## src/hw/rtl/line_edit_buffer_macros.svh

```systemverilog
// ---------------------------------------------------------------------------
// line_edit_buffer_macros: assertion macros for the line edit buffer
// Each macro expects clk and rst to be visible in the using module.
// ---------------------------------------------------------------------------
`ifndef LINE_EDIT_BUFFER_MACROS_SVH
`define LINE_EDIT_BUFFER_MACROS_SVH

// same-cycle implication, idle during reset
`define LEB_ASSERT_IMP(name, pre, post) \
  name: assert property (@(posedge clk) disable iff (rst) (pre) |-> (post)) \
    else $error("line edit buffer: same-cycle check failed");

// next-cycle implication, idle during reset
`define LEB_ASSERT_NEXT(name, pre, post) \
  name: assert property (@(posedge clk) disable iff (rst) (pre) |=> (post)) \
    else $error("line edit buffer: next-cycle check failed");

`endif

```

## src/hw/rtl/leb_pkg.sv

```systemverilog
`timescale 1ns / 1ps
// ---------------------------------------------------------------------------
// leb_pkg: shared types and constants for the line edit buffer
// Opcodes, fixed field widths and the per-cell control word.
// ---------------------------------------------------------------------------
package leb_pkg;

  // fixed field widths
  localparam int OPCODE_W = 3;
  localparam int CHAR_W   = 8;
  localparam int POS_W    = 10;
  localparam int RIDX_W   = 8;
  localparam int LENF_W   = 9;

  // default line capacity in bytes
  localparam int DEF_MAX_LEN = 256;

  // cells per first-level group of the read tree
  localparam int GRP_SIZE = 16;

  // opcodes
  localparam logic [OPCODE_W-1:0] OP_INSERT    = 3'd0;
  localparam logic [OPCODE_W-1:0] OP_BACKSPACE = 3'd1;
  localparam logic [OPCODE_W-1:0] OP_MOVE      = 3'd2;
  localparam logic [OPCODE_W-1:0] OP_SETCUR    = 3'd3;
  localparam logic [OPCODE_W-1:0] OP_CLEAR     = 3'd4;
  localparam logic [OPCODE_W-1:0] OP_FINISH    = 3'd5;
  localparam logic [OPCODE_W-1:0] OP_RESTART   = 3'd6;
  localparam logic [OPCODE_W-1:0] OP_READ      = 3'd7;

  // shift command broadcast to every cell
  typedef struct packed {
    logic ins;  // open a gap at the cursor, write the new byte
    logic bs;   // close the gap left of the cursor
  } leb_cell_ctl_t;

endpackage

```

## src/hw/rtl/leb_cell.sv

```systemverilog
`timescale 1ns / 1ps
// ---------------------------------------------------------------------------
// leb_cell: one character cell of the line
// Holds one byte; shifts right on insert, left on backspace, and drives its
// byte onto the read tree when its index is addressed.
// ---------------------------------------------------------------------------
module leb_cell #(
  parameter int LEN_W = 9,
  parameter int IDX_W = 9,
  parameter int IDX   = 0
) (
  input  logic                          clk,
  input  leb_pkg::leb_cell_ctl_t        ctl,
  input  logic [LEN_W-1:0]              cursor,
  input  logic [IDX_W-1:0]              ridx,
  input  logic [leb_pkg::CHAR_W-1:0]    ch,
  input  logic [leb_pkg::CHAR_W-1:0]    left,
  input  logic [leb_pkg::CHAR_W-1:0]    right,
  output logic [leb_pkg::CHAR_W-1:0]    data,
  output logic [leb_pkg::CHAR_W-1:0]    rd
);
  import leb_pkg::*;

  localparam logic [LEN_W:0] MY_IDX  = (LEN_W + 1)'(IDX);
  localparam logic [LEN_W:0] MY_NEXT = (LEN_W + 1)'(IDX + 1);
  localparam logic [IDX_W-1:0] MY_RIDX = IDX_W'(IDX);

  logic [LEN_W:0] cur_x;

  assign cur_x = {1'b0, cursor};

  // byte update
  always_ff @(posedge clk) begin
    if (ctl.ins) begin
      if (MY_IDX > cur_x) begin
        data <= left;
      end else if (MY_IDX == cur_x) begin
        data <= ch;
      end
    end else if (ctl.bs) begin
      if (MY_NEXT >= cur_x) begin
        data <= right;
      end
    end
  end

  // read tap: zero unless addressed
  assign rd = (ridx == MY_RIDX) ? data : '0;

endmodule

```

## config.mk

```make
export PLATFORM = sky130hd
export DESIGN_NAME = leb_cell
export DESIGN_NICKNAME = d
export VERILOG_FILES = /design/src/hw/rtl/line_edit_buffer_macros.svh /design/src/hw/rtl/leb_pkg.sv /design/src/hw/rtl/leb_cell.sv
export SDC_FILE = /design/constraint.sdc
export NUM_CORES = 1
export LEC_CHECK = 0
export ABC_AREA = 1
export BUFFER_PORTS_ARGS = -buffer_cell sky130_fd_sc_hd__buf_2
export CAP_MARGIN = 0
export CORE_MARGIN = 8
export CORE_UTILIZATION = 30
export CTS_CLUSTER_DIAMETER = 30
export DETAILED_ROUTE_END_ITERATION = 8
export HOLD_SLACK_MARGIN = 0.06
export PLACE_DENSITY = 0.76
export SETUP_SLACK_MARGIN = 0.2
export SLEW_MARGIN = 20
export SYNTH_ARGS = -nofsm -noshare
export SYNTH_HDL_FRONTEND = slang
export SYNTH_SLANG_ARGS = --single-unit
```

## constraint.sdc

```tcl
create_clock -name clk -period 1.5 [get_ports clk]
set_clock_uncertainty 0.1 [all_clocks]
set_input_delay 0.075 -clock clk [delete_from_list [all_inputs] [get_ports clk]]
set_output_delay 0.075 -clock clk [all_outputs]
set_load 0.05 [all_outputs]
```

# --- Word-level counts from Yosys, hierarchy flattened ---
# Index checks and enable logic that the tools add are counted.
classes:
  bitwise: 0
  mul: 0
  magnitude_cmp: 2
  reduce_logical: 5
  shifts: 0
  n_div: 0
  n_mux: 6
  eq_ne: 1
  addsub: 0
op_table:
  columns: ["op", "n"]
  rows:
  - ["8-bit two-way mux", 6]
  - ["10-bit logical NOT", 1]
  - ["1-bit by 9-bit greater-or-equal comparator with 1-bit output (first input constant)", 1]
  - ["1-bit by 9-bit greater-than comparator with 1-bit output (first input constant)", 1]
  - ["9-bit logical NOT", 1]
  - ["2-bit nonzero test", 2]
  - ["3-bit by 1-bit != test with 1-bit output (second input constant)", 1]
  - ["3-bit AND reduction", 1]
word_totals:
  elab_cells: 15
  out_inout_bits: 16
  romBits: 0
  latch_bits: 0
  reg_bits: 8
  memories: 0
  mem_bits_rw: 0

# --- Longest topological paths before layout ---
logic_depth:
  ltp_word: 4
  mapped_depth: 4
  ltp_nobuf: 3

# --- Worst setup path before layout ---
# No wires, ideal clock.
synth_path:
  path_type: "reg2out"
  startpoint: "register data[0] (netlist bit)"
  endpoint: "output rd[0] (netlist bit)"
  required_ns: 1.325
  path_slack_ns: -0.088
  arrival_time_ns: 1.413
  path_stages_with_launch: 3
  cell_sequence: "edfxtp_1 inv_1 nor3_2"
synth_via:
  elab_chain_len: 1
synth_rtl:
  columns: ["element", "line_no", "source"]
  rows:
  - ["start: declaration", "leb_cell.sv:19", "output logic [leb_pkg::CHAR_W-1:0] data,"]
  - ["start signal: assignment", "leb_cell.sv:36", "data <= left;"]
  - ["start signal: assignment", "leb_cell.sv:38", "data <= ch;"]
  - ["start signal: assignment", "leb_cell.sv:42", "data <= right;"]
  - ["8-bit two-way mux", "leb_cell.sv:48", "assign rd = (ridx == MY_RIDX) ? data : '0;"]
  - ["end: declaration", "leb_cell.sv:20", "output logic [leb_pkg::CHAR_W-1:0] rd"]
# No other way between the ends.

# --- Worst setup path after layout ---
layout_path:
  startpoint: "input ridx[3]"
  endpoint: "output rd[0] (netlist bit)"
layout_via:
  elab_chain_len: 2
layout_rtl:
  columns: ["element", "line_no", "source"]
  rows:
  - ["start: declaration", "leb_cell.sv:15", "input logic [IDX_W-1:0] ridx,"]
  - ["9-bit logical NOT", "leb_cell.sv:48", null]
  - ["8-bit two-way mux", "leb_cell.sv:48", null]
# No other way between the ends.

==> flow_metrics.tcl <==
set metrics [dict create \
    outcome "completed" \
    grt_pass1_wl_mm 3.174 \
    worstHoldStart "ctl[1]" \
    setup_viol 0 \
    synth_top_cell_by_area "edfxtp_1" \
    p_seq_frac 0.453 \
    syn_inst 49 \
    worstSetupEndpointType "output port" \
    start_util 0.3059 \
    routed_wl_mm 1.914 \
    synthToLayoutAreaGrowth_pct 94.35 \
    vias 628 \
    dr.pass1.iters 3 \
    regArea_sq_um 240.2 \
    tightest_slew_ps 281.8 \
    ir_drop_uv 362.2 \
    clock_path_buffers 2 \
    die_x_um 59.80 \
    diodes 0 \
    dieArea_sq_um 3576 \
    place_area_sq_um 920.9 \
    holdWs_ps 245.6 \
    tns_ps 0 \
    critPathLaunchType "input pin" \
    synth_common_cells "9 x inv_1, 8 x edfxtp_1, 8 x mux2_4, 8 x nor3_2" \
    worst-setup-path-type "input pin to output port" \
    endpoint "rd[0]" \
    synth-seq-area-share 0.4174 \
    dp_hpwl_mm 1.439 \
    synth_area_leaders "edfxtp_1 42%, mux2_4 21%, nor3_2 14%" \
    p_sw_uw 118.0 \
    drtIter0Drc 13 \
    clk_pin_slew_ps 50 \
    synth_ff_type "edfxtp_1" \
    ant_nets 0 \
    grt_pass1_vias 751 \
    final_nets 167 \
    place.gp.congestion 0.6897 \
    p_leak_uw 0.0005804 \
    layout_min_cycle_time_ps 1232 \
    tritoncts "built" \
    grt_remaining_overflow 0 \
    rsz0062_at_grt "no" \
    pwr-share-comb 0.264 \
    wl_per_cell_um 13.02 \
    synth-edff-count 8 \
    swShare 0.2144 \
    cts_sinks 8 \
    power.density_nw_per_um2 491.9 \
    async_flop_share 0 \
    grt_usage 0.1180 \
    largest_reg_flops 8 \
    synth.distinct_cells 12 \
    period_share 0.8210 \
    design_area_sq_um 1119 \
    numPortBuffers 52 \
    synth_most_common_cell "inv_1" \
    grt_max_degree 11 \
    cts_root_buffer "clkbuf_4" \
    ios 61 \
    largestRegisters "data (8)" \
    drv_slew 0 \
    fp.coreArea_sq_um 1882 \
    synth_warnings 0 \
    crit_arrival_ps 1060 \
    n_fill_cell 175 \
    vias_per_cell 4.272 \
    netlist_area_sq_um 575.6 \
    top_register "data" \
    drive_gt1_frac 0.7167 \
    cp-startpoint "ridx[3]" \
    required_ps 1320 \
    numCtsBuffers 3 \
    die_height_um 59.80 \
    maxCapViolCount 0 \
    antenna_found_initial 0 \
    crit_fanout 8 \
    multi_input_area_sq_um 345.3 \
    maxSlewHeadroom 0.8121 \
    clkPwrFrac 0.283 \
    clock.fmax_mhz 812.0 \
    hold_violations 0 \
    ys_seq_elements 8 \
    rows 16 \
    synth_nets 94 \
    drc_errors 0 \
    post-route-util 0.5944 \
    h-tree-depth 1 \
    syn_avg_cell_area_sq_um 11.75 \
    p_int_uw 432.3 \
    hold_path_class "input pin to register" \
    synth_top_area_frac 0.4174 \
]
worst min path at each step:
| stage | slack (ps) | endpoint | depth (start not counted) |
|---|---|---|---|
| 2_1_floorplan | 190 | data[0] | 1 |
| 3_3_place_gp | 280 | data[5] | 2 |
| 3_5_place_dp | 280 | data[3] | 2 |
| 4_1_cts | 240 | data[3] | 2 |
| 5_1_grt | 250 | data[1] | 2 |
| 6_report | 250 | data[3] | 2 |
critical path, stage by stage:
cell	delay (ps)
buf_2	100
nor2_2	130
nand3_4	230
nor3_4	230
buf_2	280
per-stage QoR:
step           cells  total power (uW)  setup slack, ps
2_1_floorplan     49             314.3            139.3
3_3_place_gp     128             360.0            260.5
3_5_place_dp     128             364.4            239.4
4_1_cts          147             550.2            237.8
5_1_grt          147             575.8            209.2
6_report         147             550.3            268.5
power groups by stage:
stage / Sequential (uW) / Clock, uW / Combinational, uW
6_report: 249 / 156 / 145
5_1_grt: 249 / 170 / 157
4_1_cts: 249 / 159 / 142
3_5_place_dp: 253 / 0 / 111
3_3_place_gp: 253 / 0 / 107
2_1_floorplan: 255 / 0 / 59.1
layer usage:
layer,vias to the layer above,share of wire,track usage
li1,307,-,-
met1,278,0.36,0.1019
met2,38,0.50,0.2169
met3,5,0.13,0.06452
met4,0,0.013,0.05102
met5,-,0,0
logic make-up (layout without fill, tap and decap cells):
| kind of cell | Yosys count | after routing | share of synthesized area |
|---|---|---|---|
| and+or+nand+nor | 22 | 22 | 0.2869 |
| DFF | 8 | 8 | 0.4174 |
| AOI/OAI and AO/OA | 1 | 1 | 0.008687 |
| muxes | 8 | 8 | 0.2087 |
| buffers and inverters | 10 | 81 | 0.07826 |
what timing repair did:
action / 4_1_cts / 5_1_grt
resized for setup: 0 / 6
endpoints found under the hold margin: 8 / 0
setup endpoints to repair: 0 / 6
buffers inserted: 0 / 0
hold buffers: 16 / 0
area by class of cell:
cell class | instances | share of cell area
Timing Repair Buffer | 69 | 0.3960
Multi-Input combinational cell | 31 | 0.3087
Sequential cell | 8 | 0.2148
Inverter | 9 | 0.03020
Tap cell | 27 | 0.03020
Clock buffer | 3 | 0.02013
cells in the final DEF, fill, tap and decap left out, drive strengths merged:
| cell | synthesis | layout |
|---|---|---|
| dlygate4sd3 | 0 | 16 |
| edfxtp | 8 | 8 |
| nor3 | 9 | 9 |
| clkbuf | 0 | 9 |
| buf | 1 | 47 |
| mux2 | 8 | 8 |
| o21ai | 1 | 1 |
| inv | 9 | 9 |
| nor2 | 8 | 8 |
| nand2 | 4 | 4 |
| nand3 | 1 | 1 |
No activity file was read; power rests on OpenSTA's default activity.
