`config.mk`:
```
export PLATFORM = sky130hd
export DESIGN_NAME = leb_mod_unit
export DESIGN_NICKNAME = d
export VERILOG_FILES = /design/src/hw/rtl/leb_pkg.sv /design/src/hw/rtl/leb_mod_unit.sv
export VERILOG_INCLUDE_DIRS = /design/src /design/src/hw/rtl
export SDC_FILE = /design/constraint.sdc
export NUM_CORES = 1
export LEC_CHECK = 0
export BUFFER_PORTS_ARGS = -buffer_cell sky130_fd_sc_hd__buf_2
export CAP_MARGIN = 30
export CORE_ASPECT_RATIO = 0.5
export CORE_MARGIN = 2
export CORE_UTILIZATION = 50
export DETAILED_ROUTE_END_ITERATION = 7
export PLACE_DENSITY_LB_ADDON = 0.15
export SETUP_SLACK_MARGIN = 0.2
export SLEW_MARGIN = 25
export SYNTH_ARGS = -nofsm -noshare
export SYNTH_HDL_FRONTEND = slang
export SYNTH_SLANG_ARGS = --single-unit
```
`constraint.sdc`:
```
create_clock -name clk -period 2.1 [get_ports clk]
set_clock_uncertainty 0.2 [all_clocks]
set_input_delay 0 -clock clk [delete_from_list [all_inputs] [get_ports clk]]
set_output_delay 0 -clock clk [all_outputs]
set_load 0.03 [all_outputs]
```
`src/hw/rtl/line_edit_buffer_macros.svh`:
```
// ---------------------------------------------------------------------------
// line_edit_buffer_macros: assertion macros for the line edit buffer
// Each macro expects clk and rst to be visible in the using module.
// ---------------------------------------------------------------------------
`ifndef LINE_EDIT_BUFFER_MACROS_SVH
`define LINE_EDIT_BUFFER_MACROS_SVH

// same-cycle implication, idle during reset
`define LEB_ASSERT_IMP(name, pre, post) \
  name: assert property (@(posedge clk) disable iff (rst) (pre) |-> (post)) \
    else $error("line edit buffer: same-cycle check failed");

// next-cycle implication, idle during reset
`define LEB_ASSERT_NEXT(name, pre, post) \
  name: assert property (@(posedge clk) disable iff (rst) (pre) |=> (post)) \
    else $error("line edit buffer: next-cycle check failed");

`endif

```
`src/hw/rtl/leb_pkg.sv`:
```
`timescale 1ns / 1ps
// ---------------------------------------------------------------------------
// leb_pkg: shared types and constants for the line edit buffer
// Opcodes, fixed field widths and the per-cell control word.
// ---------------------------------------------------------------------------
package leb_pkg;

  // fixed field widths
  localparam int OPCODE_W = 3;
  localparam int CHAR_W   = 8;
  localparam int POS_W    = 10;
  localparam int RIDX_W   = 8;
  localparam int LENF_W   = 9;

  // default line capacity in bytes
  localparam int DEF_MAX_LEN = 256;

  // cells per first-level group of the read tree
  localparam int GRP_SIZE = 16;

  // opcodes
  localparam logic [OPCODE_W-1:0] OP_INSERT    = 3'd0;
  localparam logic [OPCODE_W-1:0] OP_BACKSPACE = 3'd1;
  localparam logic [OPCODE_W-1:0] OP_MOVE      = 3'd2;
  localparam logic [OPCODE_W-1:0] OP_SETCUR    = 3'd3;
  localparam logic [OPCODE_W-1:0] OP_CLEAR     = 3'd4;
  localparam logic [OPCODE_W-1:0] OP_FINISH    = 3'd5;
  localparam logic [OPCODE_W-1:0] OP_RESTART   = 3'd6;
  localparam logic [OPCODE_W-1:0] OP_READ      = 3'd7;

  // shift command broadcast to every cell
  typedef struct packed {
    logic ins;  // open a gap at the cursor, write the new byte
    logic bs;   // close the gap left of the cursor
  } leb_cell_ctl_t;

endpackage

```
`src/hw/rtl/leb_mod_unit.sv`:
```
`timescale 1ns / 1ps
// ---------------------------------------------------------------------------
// leb_mod_unit: bit-serial remainder
// Restoring division, one dividend bit per cycle; gives dividend mod divisor.
// ---------------------------------------------------------------------------
`include "line_edit_buffer_macros.svh"

module leb_mod_unit #(
  parameter int P_W = 9,
  parameter int D_W = 10
) (
  input  logic           clk,
  input  logic           rst,
  input  logic           start,
  input  logic [P_W-1:0] dividend,
  input  logic [D_W-1:0] divisor,
  output logic           done,
  output logic [D_W-1:0] rem
);
  import leb_pkg::*;

  localparam int CNT_W = $clog2(P_W + 1);

  logic             busy;
  logic [CNT_W-1:0] cnt;
  logic [P_W-1:0]   quo_sh;
  logic [D_W-1:0]   rem_r;
  logic [D_W-1:0]   div_r;
  logic [D_W:0]     trial;
  logic [D_W:0]     diff;

  // bring down the next dividend bit, subtract when it fits
  assign trial = {rem_r, quo_sh[P_W-1]};
  assign diff  = trial - {1'b0, div_r};

  // control
  always_ff @(posedge clk) begin
    if (rst) begin
      busy <= 1'b0;
      done <= 1'b0;
      cnt  <= '0;
    end else begin
      done <= 1'b0;
      if (start) begin
        busy <= 1'b1;
        cnt  <= CNT_W'(P_W);
      end else if (busy) begin
        cnt <= cnt - CNT_W'(1);
        if (cnt == CNT_W'(1)) begin
          busy <= 1'b0;
          done <= 1'b1;
        end
      end
    end
  end

  // datapath
  always_ff @(posedge clk) begin
    if (start) begin
      quo_sh <= dividend;
      rem_r  <= '0;
      div_r  <= divisor;
    end else if (busy) begin
      quo_sh <= quo_sh << 1;
      if (trial >= {1'b0, div_r}) begin
        rem_r <= diff[D_W-1:0];
      end else begin
        rem_r <= trial[D_W-1:0];
      end
    end
  end

  assign rem = rem_r;

  `LEB_ASSERT_IMP(a_rem_below_div, busy || done, rem_r < div_r)
  `LEB_ASSERT_NEXT(a_done_single, done, !done && !busy)
  `LEB_ASSERT_IMP(a_cnt_live, busy, cnt != '0)

endmodule

```
======== Word level (Yosys, flattened, before mapping) ========
Cells that the tools add are included.
word-level totals
  bits in registers ....................... 35
  input port bits ......................... 22
  output and inout bits ................... 11
  word-level logic and storage cells ...... 24
operators by class
  add/sub/neg operators ................... 2
  order comparisons ....................... 1
  equal/unequal tests ..................... 1
  mux-type cells .......................... 9
  bitwise gates (word level) .............. 1
  reduce and logical (&&, ||, !) cells .... 3
operators by type and width
  kind                   count
  $mux W9                2
  $ge A11 B10 Y1         1
  $mux W10               1
  $sub A10 B10 Y10       1
  $mux W4                2
  $eq A4 B1 Y1 const B   1
  $mux W1                4
  $sub A4 B1 Y4 const B  1
  $reduce_or A3 Y1       1
  $reduce_bool A2 Y1     1
  $reduce_or A2 Y1       1
  $not A1 Y1             1

======== Longest topological paths before layout ========
  depth after elaboration ................. 4
  gate-level depth with buffers ........... 9
  gate-level depth less buffers ........... 9

======== Worst setup path after synthesis ========
OpenSTA, ideal clock, no wires.
  kind .................................... register -> register
  start ................................... register rem_r[3], in the netlist rem[3]
  end ..................................... register rem_r[2], in the netlist rem[2]
  setup time .............................. 0.095 ns
  arrival ................................. 2.099 ns
  required time ........................... 1.805 ns
  slack ................................... -0.294 ns
  cell stages (with the launch flop) ...... 7
  path buffers ............................ 0
  period minus slack after synthesis ...... 2.394 ns
  cell sequence ........................... dfxtp_1 -> ha_1 -> a21o_1 -> a31o_4 -> o21a_4 -> or4_1 -> o311ai_1
on the way
  longest elaborated chain between the ends .. 2
ends and longest elaborated chain
  item                    line                RTL
  start, declared         leb_mod_unit.sv:27  logic [D_W-1:0] rem_r;
  start signal, assigned  leb_mod_unit.sv:66  rem_r <= diff[D_W-1:0];
  start signal, assigned  leb_mod_unit.sv:68  rem_r <= trial[D_W-1:0];
  $ge A11 B10 Y1          leb_mod_unit.sv:65  if (trial >= {1'b0, div_r}) begin
  $mux W10                leb_mod_unit.sv:65
Every way passes these cells.
A chain may end at the register's enable or synchronous reset.

======== Final worst setup path ========
  start ................................... register quo_sh[8]
  end ..................................... register rem_r[8], in the netlist rem[8]
on the way
  longest elaborated chain between the ends .. 2
  elaborated cells on any way between the ends .. 3
  classes of those cells .................. add/sub (1); order compare (1); mux (1)
ends and longest elaborated chain
  item                                                       line                                    RTL
  start, declared                                            leb_mod_unit.sv:26                      logic [P_W-1:0] quo_sh;
  start signal, assigned                                     leb_mod_unit.sv:60                      quo_sh <= dividend;
  start signal, assigned                                     leb_mod_unit.sv:64                      quo_sh <= quo_sh << 1;
  $sub A10 B10 Y10 / $ge A11 B10 Y1 (equally long branches)  leb_mod_unit.sv:34, leb_mod_unit.sv:65
  $mux W10 *                                                 leb_mod_unit.sv:65
Mark *: on every way between the ends. The rest lies on a longest branch, timed or not.

==> run_results.csv <==
group,metric,value,unit
synth,ys_types,47,
synth,yosys.area_share.adder,0.0883,
timing,maxSlewViolCount,0,
critical_path,crit_type,"reg -> reg",
floorplanning,die-area,0.00440,sq mm
clocking,h-tree-depth,2,
floorplanning,core,0.00357,sq mm
placed_design,dpl_worst_slack,-0.231,ns
synth,synth-compound-area-share,0.180,
power_and_ir_drop,leakage,1.22,nW
routing,vias,1815,
clocking,clkTransAtPathRegs,0.08,ns
final_layout,final_common_cell,"buf_2",
synth,syn_area,0.00193,sq mm
timing,finalSetupTns,-1.19,ns
critical_path,cp-end-kind,"flip-flop",
flow_run,cap_violations,0,
timing,holdWs,0.130,ns
status,status,"complete, but fails checks",
timing,finalCritPeriodShare,1.10,
final_layout,fin_area,0.00290,sq mm
routing,drc,0,
synth,synth-seq-area-share,0.462,
timing,setup_viol,9,
grt,grt_overflow_total,0,
floorplanning,initial_core_util,0.541,
synth,syn_area_per_cell,10.4,sq um
final_layout,area_growth,50.6,%
status,violations,"negative setup slack",
power_and_ir_drop,peakVddDrop,0.000670,V
grt,grt_pass1_vias,1799,
critical_path,crit_fanout,3,
grt,track_usage,0.268,
routing,wl,5360,microns
timing,rsz0062_at_grt,"yes",
synth,ys_ff_latch,35,
routing,wl_per_cell,16.5,microns
floorplanning,top_level_ports,33,
critical_path,critPathLaunchType,"flip-flop",
hold_path,min_path_type,"in -> reg",
grt,antenna_found_initial,0,
power_and_ir_drop,cellPowerDensity,723,mW/mm^2
timing,fin_ws,-0.218,ns
placed_design,placed_area,0.00247,sq mm
synth,synth_top_family_by_area,"compound AO/OA/AOI/OAI gates",
critical_path,required,2.11,ns
routing,via_per_inst,5.60,
timing,max_freq,431,MHz
placed_design,place_hpwl,3390,microns
floorplanning,rows,15,
clocking,root_buffer,"clkbuf_8",
grt,grt_max_degree,40,
clocking,cts_tree,"done",
synth,ys_warn_count,0,
clocking,cts.path.max_buffers,2,
final_layout,drive_gt1_frac,0.458,
floorplanning,die_w,91.8,microns
final_layout,finalNonFillerCells,324,
synth,synthXorXnorAreaFrac,0.0363,
timing,finalCriticalPeriod,2.32,ns
synth,syn-instance-count,186,
clocking,clk_latency,0.30,ns
floorplanning,die_h,47.9,microns
critical_path,worstPathArrival,2.33,ns
clocking,clkSinkCount,35,
synth,synth-async-reset-ratio,0,
grt,grt_pass1_wl,8780,microns
synth,muxShareOfSynthArea,0.0467,
clocking,cts_buffers,5,
timing,max-slew-margin-rel,0.471,
placed_design,portBuffers,32,
timing,tightest_slew,0.793,ns
synth,synth-edff-count,19,
synth,synth_nets,221,
synth,ys.flop_type,"edfxtp_1",
placed_design,gp_congestion,0.889,
synth,yosys.area_share.simple,0.143,
routing,dr.pass1.iters,4,
routing,antenna_left,0,
final_layout,finalNetCount,307,
timing,hold_viol,0,
final_layout,final_cell_mix,"32 x buf_2, 31 x buf_4, 20 x nor2_1, 20 x dlygate4sd3_1, 19 x edfxtp_1",
routing,drt_iter0_drc,130,
placed_design,placed_cells,290,
final_layout,diodes,0,
[cells in the mapped netlist (2+ instances only)]
| cell | instances | area (sq um) |
|---|---|---|
| a21o_1 | 5 | 37.5 |
| a21oi_1 | 4 | 20.0 |
| a221oi_1 | 3 | 26.3 |
| a311oi_1 | 5 | 43.8 |
| a31oi_1 | 2 | 12.5 |
| clkbuf_1 | 6 | 22.5 |
| dfxtp_1 | 16 | 320 |
| edfxtp_1 | 19 | 571 |
| ha_1 | 12 | 150 |
| inv_1 | 15 | 56.3 |
| mux2_2 | 8 | 90.1 |
| nand2_1 | 9 | 33.8 |
| nand3_1 | 7 | 35.0 |
| nand3b_1 | 2 | 15.0 |
| nor2_1 | 22 | 82.6 |
| nor3_1 | 3 | 15.0 |
| nor4_1 | 4 | 25.0 |
| o21ai_0 | 7 | 35.0 |
| o31a_1 | 2 | 17.5 |
| or3_1 | 2 | 12.5 |
| xnor2_1 | 3 | 26.3 |
| xor2_1 | 5 | 43.8 |
[routing by layer]
metal,wire (microns),global-route usage,share of wire
met1,2230,0.332,0.42
met2,2590,0.476,0.48
met3,421,0.0772,0.079
met4,116,0.0896,0.022
met5,0,0,0
[final timing paths]
| check | startpoint | end | slack (ns) | cells after the start |
|---|---|---|---|---|
| setup / recovery | quo_sh[8]$_DFFE_PP_ | rem[8]$_SDFFE_PP0P_ | -0.22 | 9 |
| hold / removal | start | div_r[0]$_DFFE_PP_ | 0.13 | 1 |
| setup reg to reg | quo_sh[8]$_DFFE_PP_ | rem[8]$_SDFFE_PP0P_ | -0.22 | 9 |
| hold reg to reg | cnt[1]$_SDFFE_PP0P_ | cnt[1]$_SDFFE_PP0P_ | 0.33 | 2 |
[layout make-up]
class	count	area (sq um)
inverters	15	56.3
repair buffers	85	616
fillers	214	663
well taps	51	63.8
multi-input cells	130	1160
clock inverters	2	16.3
clock buffers	6	82.6
flip-flops and latches	35	905
[critical path, stage by stage, from the launching register on]
cell and delay (ns):
edfxtp_1 0.39, inv_1 0.07, ha_2 0.17, inv_2 0.04, fa_2 0.35, a21o_1 0.24, a221oi_2 0.29, o31a_1 0.18
o22ai_2 0.07, a221oi_2 0.23
[logic make-up (layout without fill, tap and decap cells)]
family	count (synthesis)	count (layout)
AND/OR/NAND/NOR	57	57
flip-flops	35	35
multiplexers	8	8
AO/OA/AOI/OAI	43	44
XOR/XNOR	8	8
adder cells (fa/ha/maj)	13	13
buffers and inverters	22	108
[metrics by stage]
stage / utilization / total power [W]
after floorplan: - / 0.00124
after global routing: 0.814 / 0.00220
after global placement: 0.693 / 0.00144
after CTS: 0.805 / 0.00207
final: 0.814 / 0.00210
after detailed placement: 0.693 / 0.00146
[flip-flops by register name, indices dropped and copies added (netlist names)]
name    flops
busy        1
cnt         4
div_r      10
done        1
quo_sh      9
rem        10
[repair_timing]
item | in CTS | in global routing
endpoints found under the hold margin | 25 | 0
resized for setup | 14 | 4
pin swaps | 15 | 9
hold buffers | 20 | 0
cloned | 1 | 0
setup buffers | 4 | 1
setup endpoints to repair | 10 | 10
[report_power, final]
| group | switching, W | total (W) | internal [W] |
|---|---|---|---|
| Sequential | 0.0000470 | 0.000838 | 0.000791 |
| Clock | 0.000271 | 0.000539 | 0.000268 |
| Combinational | 0.000369 | 0.000723 | 0.000354 |
No activity file was read; power rests on OpenSTA's default activity.
